File: src/sv/klex_pkg.sv
// klex_pkg: shared types, constants and keyword tables for the keyword token lexer.
// Used by klex_front, klex_queue, klex_back and keyword_token_lexer.
// No dependencies.
package klex_pkg;

  localparam int unsigned POS_W  = 16;
  localparam int unsigned LEN_W  = 8;
  localparam int unsigned NUM_KW = 4;
  localparam int unsigned QDEPTH = 4;
  localparam int unsigned QPTR_W = $clog2(QDEPTH);
  localparam int unsigned QCNT_W = $clog2(QDEPTH + 1);

  localparam logic [POS_W-1:0] POS_MAX = {POS_W{1'b1}};
  localparam logic [LEN_W-1:0] LEN_MAX = {LEN_W{1'b1}};
  localparam logic [POS_W-1:0] POS_ONE = POS_W'(1);

  localparam logic [7:0] CH_NUL    = 8'h00;
  localparam logic [7:0] CH_TAB    = 8'h09;
  localparam logic [7:0] CH_LF     = 8'h0A;
  localparam logic [7:0] CH_CR     = 8'h0D;
  localparam logic [7:0] CH_SPACE  = 8'h20;
  localparam logic [7:0] CH_LPAREN = 8'h28;
  localparam logic [7:0] CH_RPAREN = 8'h29;
  localparam logic [7:0] CH_MINUS  = 8'h2D;
  localparam logic [7:0] CH_EQUALS = 8'h3D;
  localparam logic [7:0] CH_GT     = 8'h3E;
  localparam logic [7:0] CH_UNDER  = 8'h5F;
  localparam logic [7:0] CH_LBRACE = 8'h7B;
  localparam logic [7:0] CH_RBRACE = 8'h7D;

  typedef enum logic [2:0] {
    MODE_IDLE,
    MODE_NUMBER,
    MODE_IDENT,
    MODE_MINUS,
    MODE_ERROR
  } scan_mode_e;

  typedef enum logic [3:0] {
    TOK_NUMBER = 4'd0,
    TOK_IDENT  = 4'd1,
    TOK_CONST  = 4'd2,
    TOK_FN     = 4'd3,
    TOK_RETURN = 4'd4,
    TOK_I32    = 4'd5,
    TOK_EQUALS = 4'd6,
    TOK_LPAREN = 4'd7,
    TOK_RPAREN = 4'd8,
    TOK_LBRACE = 4'd9,
    TOK_RBRACE = 4'd10,
    TOK_ARROW  = 4'd11,
    TOK_EOF    = 4'd12,
    TOK_ERROR  = 4'd13
  } token_kind_e;

  typedef struct packed {
    token_kind_e      kind;
    logic [POS_W-1:0] line;
    logic [POS_W-1:0] column;
    logic [LEN_W-1:0] length;
  } token_t;

  // one or two tokens raised by a single input byte
  typedef struct packed {
    token_t first;
    token_t second;
    logic   two;
  } bundle_t;

  typedef struct packed {
    logic full;
    logic empty;
  } queue_status_t;

  localparam logic [LEN_W-1:0] KW_LEN [NUM_KW] = '{8'd5, 8'd2, 8'd6, 8'd3};

  function automatic logic [7:0] kw_byte(input logic [1:0] k, input logic [2:0] p);
    logic [7:0] b;
    b = CH_NUL;
    unique case (k)
      2'd0: begin
        unique case (p)
          3'd0: b = "c";
          3'd1: b = "o";
          3'd2: b = "n";
          3'd3: b = "s";
          3'd4: b = "t";
          default: b = CH_NUL;
        endcase
      end
      2'd1: begin
        unique case (p)
          3'd0: b = "f";
          3'd1: b = "n";
          default: b = CH_NUL;
        endcase
      end
      2'd2: begin
        unique case (p)
          3'd0: b = "r";
          3'd1: b = "e";
          3'd2: b = "t";
          3'd3: b = "u";
          3'd4: b = "r";
          3'd5: b = "n";
          default: b = CH_NUL;
        endcase
      end
      default: begin
        unique case (p)
          3'd0: b = "i";
          3'd1: b = "3";
          3'd2: b = "2";
          default: b = CH_NUL;
        endcase
      end
    endcase
    return b;
  endfunction

  function automatic token_kind_e kw_kind(input logic [1:0] k);
    token_kind_e t;
    unique case (k)
      2'd0:    t = TOK_CONST;
      2'd1:    t = TOK_FN;
      2'd2:    t = TOK_RETURN;
      default: t = TOK_I32;
    endcase
    return t;
  endfunction

  // keywords still consistent after byte c at position p
  function automatic logic [NUM_KW-1:0] kw_hit(input logic [LEN_W-1:0] p,
                                               input logic [7:0] c);
    logic [NUM_KW-1:0] h;
    for (int k = 0; k < NUM_KW; k++) begin
      h[k] = (p < KW_LEN[k]) && (kw_byte(2'(k), p[2:0]) == c);
    end
    return h;
  endfunction

endpackage

File: src/sv/klex_front.sv
// klex_front: byte classifier and scanner state; builds the token bundle for each byte.
// Depends on klex_pkg.
module klex_front (
  input  logic                        clk_i,
  input  logic                        rst_ni,
  input  logic                        accept_i,
  input  logic [7:0]                  text_byte_i,
  input  logic                        end_of_text_i,
  output logic                        push_o,
  output klex_pkg::bundle_t           bundle_o
);
  import klex_pkg::*;

  scan_mode_e        mode_q, mode_d;
  logic [POS_W-1:0]  line_q, line_d;
  logic [POS_W-1:0]  col_q, col_d;
  logic [LEN_W-1:0]  run_q, run_d;
  logic [NUM_KW-1:0] mask_q, mask_d;
  logic [POS_W-1:0]  mcol_q, mcol_d;

  logic              is_end, is_digit, is_alpha, is_word, is_space;
  logic [POS_W-1:0]  line_mv, col_mv;
  logic [LEN_W-1:0]  run_inc;
  token_kind_e       word_kind, single_kind;
  token_t            word_tok, tok_a, tok_b;
  logic              have_a, have_b, idle_path;

  assign is_end   = end_of_text_i || (text_byte_i == CH_NUL);
  assign is_digit = (text_byte_i >= "0") && (text_byte_i <= "9");
  assign is_alpha = ((text_byte_i >= "a") && (text_byte_i <= "z")) ||
                    ((text_byte_i >= "A") && (text_byte_i <= "Z"));
  assign is_word  = is_digit || is_alpha || (text_byte_i == CH_UNDER);
  assign is_space = (text_byte_i == CH_SPACE) || (text_byte_i == CH_TAB) ||
                    (text_byte_i == CH_CR) || (text_byte_i == CH_LF);

  assign run_inc = (run_q == LEN_MAX) ? run_q : LEN_W'(run_q + 1'b1);

  always_comb begin
    if (text_byte_i == CH_LF) begin
      line_mv = (line_q == POS_MAX) ? line_q : POS_W'(line_q + 1'b1);
      col_mv  = POS_ONE;
    end else begin
      line_mv = line_q;
      col_mv  = (col_q == POS_MAX) ? col_q : POS_W'(col_q + 1'b1);
    end
  end

  always_comb begin
    word_kind = (mode_q == MODE_IDENT) ? TOK_IDENT : TOK_NUMBER;
    if (mode_q == MODE_IDENT) begin
      for (int k = 0; k < NUM_KW; k++) begin
        if (mask_q[k] && (run_q == KW_LEN[k])) word_kind = kw_kind(2'(k));
      end
    end
  end

  assign word_tok = '{kind: word_kind, line: line_q, column: col_q, length: run_q};

  always_comb begin
    unique case (text_byte_i)
      CH_EQUALS: single_kind = TOK_EQUALS;
      CH_LPAREN: single_kind = TOK_LPAREN;
      CH_RPAREN: single_kind = TOK_RPAREN;
      CH_LBRACE: single_kind = TOK_LBRACE;
      CH_RBRACE: single_kind = TOK_RBRACE;
      default:   single_kind = TOK_ERROR;
    endcase
  end

  always_comb begin
    mode_d    = mode_q;
    line_d    = line_q;
    col_d     = col_q;
    run_d     = run_q;
    mask_d    = mask_q;
    mcol_d    = mcol_q;
    tok_a     = word_tok;
    tok_b     = word_tok;
    have_a    = 1'b0;
    have_b    = 1'b0;
    idle_path = 1'b0;

    if (is_end) begin
      if ((mode_q == MODE_NUMBER) || (mode_q == MODE_IDENT)) begin
        have_a = 1'b1;
      end else if (mode_q == MODE_MINUS) begin
        have_a = 1'b1;
        tok_a  = '{kind: TOK_ERROR, line: line_q, column: mcol_q, length: LEN_W'(1)};
      end
      if (have_a) begin
        have_b = 1'b1;
        tok_b  = '{kind: TOK_EOF, line: line_q, column: col_q, length: '0};
      end else begin
        have_a = 1'b1;
        tok_a  = '{kind: TOK_EOF, line: line_q, column: col_q, length: '0};
      end
      mode_d = MODE_IDLE;
      line_d = POS_ONE;
      col_d  = POS_ONE;
      run_d  = '0;
      mask_d = '1;
      mcol_d = '0;
    end else begin
      unique case (mode_q)
        MODE_NUMBER, MODE_IDENT: begin
          if (is_digit || ((mode_q == MODE_IDENT) && is_word)) begin
            run_d  = run_inc;
            mask_d = mask_q & kw_hit(run_q, text_byte_i);
            line_d = line_mv;
            col_d  = col_mv;
          end else begin
            have_a    = 1'b1;
            mode_d    = MODE_IDLE;
            idle_path = 1'b1;
          end
        end
        MODE_MINUS: begin
          have_a = 1'b1;
          if (text_byte_i == CH_GT) begin
            tok_a  = '{kind: TOK_ARROW, line: line_q, column: mcol_q, length: LEN_W'(2)};
            line_d = line_mv;
            col_d  = col_mv;
            mode_d = MODE_IDLE;
          end else begin
            tok_a  = '{kind: TOK_ERROR, line: line_q, column: mcol_q, length: LEN_W'(1)};
            mode_d = MODE_ERROR;
          end
        end
        MODE_IDLE:  idle_path = 1'b1;
        MODE_ERROR: ;
        default:    mode_d = MODE_IDLE;
      endcase

      if (idle_path) begin
        if (is_space) begin
          line_d = line_mv;
          col_d  = col_mv;
        end else if (is_word) begin
          mode_d = is_digit ? MODE_NUMBER : MODE_IDENT;
          run_d  = LEN_W'(1);
          mask_d = kw_hit('0, text_byte_i);
          line_d = line_mv;
          col_d  = col_mv;
        end else if (text_byte_i == CH_MINUS) begin
          mode_d = MODE_MINUS;
          mcol_d = col_q;
          line_d = line_mv;
          col_d  = col_mv;
        end else begin
          if (have_a) begin
            have_b = 1'b1;
            tok_b  = '{kind: single_kind, line: line_q, column: col_q, length: LEN_W'(1)};
          end else begin
            have_a = 1'b1;
            tok_a  = '{kind: single_kind, line: line_q, column: col_q, length: LEN_W'(1)};
          end
          if (single_kind == TOK_ERROR) begin
            mode_d = MODE_ERROR;
          end else begin
            line_d = line_mv;
            col_d  = col_mv;
          end
        end
      end
    end
  end

  assign push_o   = accept_i && have_a;
  assign bundle_o = '{first: tok_a, second: tok_b, two: have_b};

  always_ff @(posedge clk_i or negedge rst_ni) begin
    if (!rst_ni) begin
      mode_q <= MODE_IDLE;
      line_q <= POS_ONE;
      col_q  <= POS_ONE;
      run_q  <= '0;
      mask_q <= '1;
      mcol_q <= '0;
    end else if (accept_i) begin
      mode_q <= mode_d;
      line_q <= line_d;
      col_q  <= col_d;
      run_q  <= run_d;
      mask_q <= mask_d;
      mcol_q <= mcol_d;
    end
  end

  a_error_sticky: assert property (@(posedge clk_i) disable iff (!rst_ni)
    accept_i && (mode_q == MODE_ERROR) && !is_end |=> mode_q == MODE_ERROR)
    else $error("scanner left error mode before end of text");

endmodule

File: src/sv/klex_queue.sv
// klex_queue: small bundle queue between scanner front and token back end.
// Depends on klex_pkg.
module klex_queue (
  input  logic                    clk_i,
  input  logic                    rst_ni,
  input  logic                    push_i,
  input  klex_pkg::bundle_t       wdata_i,
  input  logic                    pop_i,
  output klex_pkg::bundle_t       rdata_o,
  output klex_pkg::queue_status_t status_o
);
  import klex_pkg::*;

  bundle_t            mem_q [QDEPTH];
  logic [QPTR_W-1:0]  wptr_q, rptr_q;
  logic [QCNT_W-1:0]  cnt_q;

  assign status_o.full  = (cnt_q == QCNT_W'(QDEPTH));
  assign status_o.empty = (cnt_q == '0);
  assign rdata_o        = mem_q[rptr_q];

  always_ff @(posedge clk_i) begin
    if (push_i) mem_q[wptr_q] <= wdata_i;
  end

  always_ff @(posedge clk_i or negedge rst_ni) begin
    if (!rst_ni) begin
      wptr_q <= '0;
      rptr_q <= '0;
      cnt_q  <= '0;
    end else begin
      if (push_i) wptr_q <= QPTR_W'(wptr_q + 1'b1);
      if (pop_i)  rptr_q <= QPTR_W'(rptr_q + 1'b1);
      if (push_i && !pop_i) begin
        cnt_q <= QCNT_W'(cnt_q + 1'b1);
      end else if (pop_i && !push_i) begin
        cnt_q <= QCNT_W'(cnt_q - 1'b1);
      end
    end
  end

  a_no_overflow: assert property (@(posedge clk_i) disable iff (!rst_ni)
    status_o.full |-> !push_i)
    else $error("push into full queue");

  a_no_underflow: assert property (@(posedge clk_i) disable iff (!rst_ni)
    status_o.empty |-> !pop_i)
    else $error("pop from empty queue");

endmodule

File: src/sv/klex_back.sv
// klex_back: unpacks bundles into single tokens and drives the output register.
// Depends on klex_pkg.
module klex_back (
  input  logic                    clk_i,
  input  logic                    rst_ni,
  input  klex_pkg::bundle_t       bundle_i,
  input  klex_pkg::queue_status_t status_i,
  output logic                    pop_o,
  output logic                    out_valid_o,
  input  logic                    out_ready_i,
  output klex_pkg::token_t        token_o,
  output logic                    last_o
);
  import klex_pkg::*;

  logic   out_valid_q, last_q, sec_valid_q;
  token_t tok_q, sec_q;
  logic   load;

  assign load  = !out_valid_q || out_ready_i;
  assign pop_o = load && !sec_valid_q && !status_i.empty;

  always_ff @(posedge clk_i or negedge rst_ni) begin
    if (!rst_ni) begin
      out_valid_q <= 1'b0;
      sec_valid_q <= 1'b0;
    end else if (load) begin
      if (sec_valid_q) begin
        out_valid_q <= 1'b1;
        sec_valid_q <= 1'b0;
      end else if (!status_i.empty) begin
        out_valid_q <= 1'b1;
        sec_valid_q <= bundle_i.two;
      end else begin
        out_valid_q <= 1'b0;
      end
    end
  end

  always_ff @(posedge clk_i) begin
    if (load) begin
      if (sec_valid_q) begin
        tok_q  <= sec_q;
        last_q <= 1'b1;
      end else begin
        tok_q  <= bundle_i.first;
        last_q <= !bundle_i.two;
        sec_q  <= bundle_i.second;
      end
    end
  end

  assign out_valid_o = out_valid_q;
  assign token_o     = tok_q;
  assign last_o      = last_q;

  a_second_behind_first: assert property (@(posedge clk_i) disable iff (!rst_ni)
    sec_valid_q |-> out_valid_q && !last_q)
    else $error("held second token without a first one on the output");

  a_second_is_last: assert property (@(posedge clk_i) disable iff (!rst_ni)
    sec_valid_q && out_ready_i |=> out_valid_q && last_q)
    else $error("second token not shown as last of its byte");

endmodule

File: src/sv/keyword_token_lexer.sv
// keyword_token_lexer: streaming tokenizer, one source byte in, tokens out.
// The first token of a byte goes through the bundle queue to the output register; a
// second from the same byte follows it. One byte per cycle is taken while the 4-entry
// bundle queue has room; one token per cycle leaves while tokens wait and out_ready_i
// is high. Reset clears the queue and output valid; scanner idles at line 1, column 1.
// Depends on klex_pkg, klex_front, klex_queue, klex_back.
module keyword_token_lexer (
  input  logic                         clk_i,
  input  logic                         rst_ni,
  input  logic                         in_valid_i,
  output logic                         in_ready_o,
  input  logic [7:0]                   text_byte_i,
  input  logic                         end_of_text_i,
  output logic                         out_valid_o,
  input  logic                         out_ready_i,
  output logic [3:0]                   token_kind_o,
  output logic [klex_pkg::POS_W-1:0]   token_line_o,
  output logic [klex_pkg::POS_W-1:0]   token_column_o,
  output logic [klex_pkg::LEN_W-1:0]   token_length_o,
  output logic                         last_of_run_o
);
  import klex_pkg::*;

  logic          accept, push, pop;
  bundle_t       wbundle, rbundle;
  queue_status_t qstat;
  token_t        tok;

  assign in_ready_o = !qstat.full;
  assign accept     = in_valid_i && in_ready_o;

  klex_front u_front (
    .clk_i,
    .rst_ni,
    .accept_i      (accept),
    .text_byte_i,
    .end_of_text_i,
    .push_o        (push),
    .bundle_o      (wbundle)
  );

  klex_queue u_queue (
    .clk_i,
    .rst_ni,
    .push_i   (push),
    .wdata_i  (wbundle),
    .pop_i    (pop),
    .rdata_o  (rbundle),
    .status_o (qstat)
  );

  klex_back u_back (
    .clk_i,
    .rst_ni,
    .bundle_i    (rbundle),
    .status_i    (qstat),
    .pop_o       (pop),
    .out_valid_o,
    .out_ready_i,
    .token_o     (tok),
    .last_o      (last_of_run_o)
  );

  assign token_kind_o   = 4'(tok.kind);
  assign token_line_o   = tok.line;
  assign token_column_o = tok.column;
  assign token_length_o = tok.length;

endmodule

File: config.mk
export PLATFORM = sky130hd
export DESIGN_NAME = keyword_token_lexer
export DESIGN_NICKNAME = d
export VERILOG_FILES = /design/src/sv/klex_pkg.sv /design/src/sv/klex_front.sv /design/src/sv/klex_queue.sv /design/src/sv/klex_back.sv /design/src/sv/keyword_token_lexer.sv
export SDC_FILE = /design/constraint.sdc
export NUM_CORES = 1
export LEC_CHECK = 0
export ABC_AREA = 1
export BUFFER_PORTS_ARGS = -buffer_cell sky130_fd_sc_hd__buf_2
export CORE_UTILIZATION = 40
export CTS_CLUSTER_DIAMETER = 80
export CTS_CLUSTER_SIZE = 24
export DETAILED_ROUTE_END_ITERATION = 7
export SLEW_MARGIN = 20
export SYNTH_ARGS = -nofsm -noshare
export SYNTH_HDL_FRONTEND = slang
export SYNTH_HIERARCHICAL = 1
export SYNTH_SLANG_ARGS = --single-unit
File: constraint.sdc
create_clock -name clk_i -period 5.3 [get_ports clk_i]
set_clock_uncertainty 0.2 [all_clocks]
set_input_delay 1.06 -clock clk_i [delete_from_list [all_inputs] [get_ports clk_i]]
set_output_delay 1.06 -clock clk_i [all_outputs]
set_load 0.05 [all_outputs]
==> flow_results.org <==
** Global routing
- Sum of overflow across all layers after global routing :: 0
- First-pass GRT wire length :: 82900 µm
- Number of antenna violations at the first check in global routing :: 2
- The number of global-route vias before repair is 14732.
- Global Route Usage Sum :: 17.3%
- Entering global routing, the biggest net connects approximately 130 pins.

** Floorplanning
- Effective utilization at floorplan :: 40.4%
- The initialized floorplan defines 89 standard-cell rows.
- Chip Height :: 246 µm
- Die area :: 60400 µm²
- Measured along the x axis, the die boundary spans 246 µm.
- Core area :: 58900 µm²
- In this run the count of I/O pins placed on the die edge is 60.

** Drt
- For this block, the routed nets add up to 52000 µm of wire.
- Routed Antenna Nets :: 0
- After detailed routing, the average wire length per cell comes to 17.0 µm.
- After detailed routing, the number of remaining DRC violations is 0.
- Vias :: 15612
- 1st-pass router iterations :: 8
- Average via count per standard cell :: 5.10
- Number of DRC markers in iteration 0 :: 1167

** Worst setup path
- Start-to-end type of the worst setup path :: primary input to flop
- Worst R2R Setup Slack :: 1.97 ns
- At the worst endpoint, the required time is 5.36 ns.
- Counting stages on the worst path, the most repeated cell is nand2_1.
- Crit path largest cell delay :: around 0.38 ns
- Endpoint kind of the worst setup timing path :: flop
- STA classifies the critical path startpoint as a primary input.
- Worst path cell trace :: buf_2, inv_2, nand2_1, nor2_1, nand2_1, nand3_2, nor4_4, inv_1, a21oi_1, buf_4, nand2_1, inv_4, buf_12
- Maximum net fanout on the critical path :: 38
- The largest individual stage delay along the critical path comes from the cell nor4_4.
- Signal arrival time at the worst endpoint :: 3.93 ns

** Cells and area
- Most common library cell in the layout ignoring fill and taps :: nand2_1
- Total number of nets in the final design :: 2292
- FILL cells :: 5469
- Antenna cell count :: 0
- The multi-input combinational cells in the finished layout cover a total of 6650 µm².
- Leaving out fill and tap cells, the most frequent cells in the layout are 719 x nand2_1, 445 x edfxtp_1, 272 x inv_1.
- Combined flip-flop and latch cell area :: 15200 µm²
- Compared with the post-synthesis result, the final layout area differs by 6.50%.
- Cells with a size suffix above 1 make up 8.18% of the layout.

** Timing
- The number of hold violations in the final report is 0.
- For the final routed database, the setup TNS stands at 0 ns.
- Of the available clock period, the critical path in the final layout requires between 70% and 80%.
- For the pin with the worst max-slew slack, the measured transition is around 0.94 ns.
- Achievable clock frequency :: 259 MHz
- The max-slew violation total from the final report came to 0.
- Worst hold slack after final layout :: 0.264 ns
- Setup violations remaining at the end of the flow were counted as 0.
- The routed design could run at a clock period as short as 3.87 ns.
- Max transition margin :: 36.4%
- Setup repair after global routing left no endpoint under its margin.

** Synthesis
- Syn nets :: 2295
- Most common flop cell mapped by yosys :: edfxtp_1
- Synthesis produced 2269 cells.
- Cell types with the largest area share after synthesis :: edfxtp_1 56%, nand2_1 11%, dfrtp_1 6.9%
- Share of flip-flops with an asynchronous set or reset :: 13.9%
- Number of flip-flops and latches in the synthesized netlist :: 517
- Cell type with the largest total area after synthesis :: edfxtp_1
- Count of synthesis-stage warnings from yosys :: 6
- The average instance in the mapped netlist occupies 10.5 µm².
- Yosys mapped a number of flops with a built-in enable equal to between 400 and 500.
- For this run, the register share of the synthesized area comes to 63.8%.
- Cell area after synthesis :: 23800 µm²
- The number of different library cells used by synthesis comes to 43.
- Area share of the largest cell type after synthesis :: 56.2%

** Status
- Run status :: complete, no violations

** Clock tree
- Number of setup buffers added after CTS :: 0
- The later pin in the worst-skew pair is clocked with a latency of around 0.58 ns.
- Clock-pin slew reported for the worst setup and hold paths after clock tree synthesis :: around 0.09 ns
- TritonCTS built the clock tree.
- Counting every sink on the clock net gives 517.
- Maximum level of the CTS H-tree :: 1
- Library cell used as clock root buffer :: clkbuf_16
- Number of buffers inserted during clock tree synthesis :: 27
- Post-CTS repair changed the size of 0 cells.
- The longest clock path from root to sink contains 3 buffers.
- Hold repair after CTS inserted 0 buffers.

** Flow run
- Number of maximum-capacitance constraint violations :: 0

** Worst hold path
- Min-Delay Path Class :: primary input to async pin

** Pwr
- Cell Pwr Density :: 528 nW/µm²
- Max VDD drop :: 0.257 mV
- Leak pwr :: 10.2 nW

** Place
- Weighted congestion at the end of routability-driven global placement :: roughly 0.89
- During placement, the flow inserted port buffers numbering around 60.
- Placed wire-length estimate after detailed placement :: ~33000 µm
[state kept, by name, indices dropped and copies added, names as in the netlist]
signal              flops
u_front/col_q          16
u_queue/cnt_q           3
u_front/mask_q          4
u_front/line_q         16
u_front/mcol_q         16
u_front/run_q           8
u_back/sec_q           44
u_queue/mem_q         356
u_queue/wptr_q          2
u_back/out_valid_o      1
u_back/last_o           1
u_queue/rptr_q          2
u_back/token_o         44
u_front/mode_q          3
u_back/sec_valid_q      1
[area by class of cell]
class	instances	share of cell area (%)
Multi-Input combinational cell	1345	26.3
Clock inverter	7	0.380
Clock buffer	42	2.89
Sequential cell	517	59.9
Tap cell	773	3.82
Timing Repair Buffer	85	2.34
Inverter	290	4.34
[per-stage QoR]
step                      area, µm²  util [%]  setup WS, ns  total power (W)  std cells
after detailed placement      24500      41.6         0.853           0.0112       3010
after floorplan               23800         -         0.246           0.0102       2269
final                         25300      43.0          1.43           0.0134       3059
after global routing          25300      43.0          1.23           0.0142       3059
after global placement        24500      41.6         0.892           0.0111       3010
after CTS                     25300      43.0          1.47           0.0135       3059
[worst max-delay path: cells and delay by family]
kind	cells	cell delay (ns)
simple gates	6	1.34
buf+inv	6	1.30
compound gates	1	0.17
[final timing paths]
path	cells past startpoint	end	startpoint
max in group asynchronous	2	u_back/sec_valid_q	rst_ni
worst min register to register	2	u_front/mcol_q[4]	u_front/mcol_q[4]
worst max register to register	12	u_queue/cnt_q[1]	u_queue/cnt_q[0]
worst max-delay path	13	u_queue/mem_q[2][82]	text_byte_i[0]
min in group clk_i	2	u_front/mcol_q[4]	u_front/mcol_q[4]
worst min-delay path	1	u_front/col_q[14]	rst_ni
[Yosys cell counts, types with 2 or more instances]
library cell and number:
o22ai_1 2, buf_6 41, edfxtp_1 445, nor3_2 2, nand3_1 115, o21ai_0 76, o21ai_1 26, xnor2_1 2
o21a_1 2, buf_2 29, nor2_1 88, dfrtp_1 66, o211ai_1 167, nor4_1 2, inv_2 11, nand4_1 15
nor3_1 29, inv_1 276, or2_2 2, nand2_2 4, nand3_2 4, ha_1 12, dfstp_2 6, clkbuf_1 22
clkinv_1 3, a21oi_1 18, o211ai_2 20, a21oi_4 2, xor2_1 24, a31oi_1 2, nand2_1 720, nor2_2 3
buf_4 23
[power breakdown]
part           internal (W)  total [W]  switching (W)
combinational       0.00126    0.00461        0.00336
clock               0.00103    0.00232        0.00128
sequential          0.00583    0.00643       0.000600
total               0.00812     0.0134        0.00524
[cell families (layout without fill, tap and decap cells)]
kind of cell / Yosys count / in the layout / synth area share, %
compound gates: 317 / 317 / 9.22
xor+xnor: 26 / 26 / 0.958
fa+ha+maj: 13 / 13 / 0.716
buf+inv: 407 / 424 / 8.28
flops: 517 / 517 / 63.8
simple gates: 989 / 989 / 17.0
[metal layers]
layer / routed length [µm] / share of wire, % / GRT usage [%]
met5: 0 / 0 / 0
met4: 709 / 1.4 / 3.42
met3: 2590 / 5.0 / 1.88
met2: 24300 / 47 / 28.3
met1: 24400 / 47 / 25.0
(Power assumes the default switching activity.)
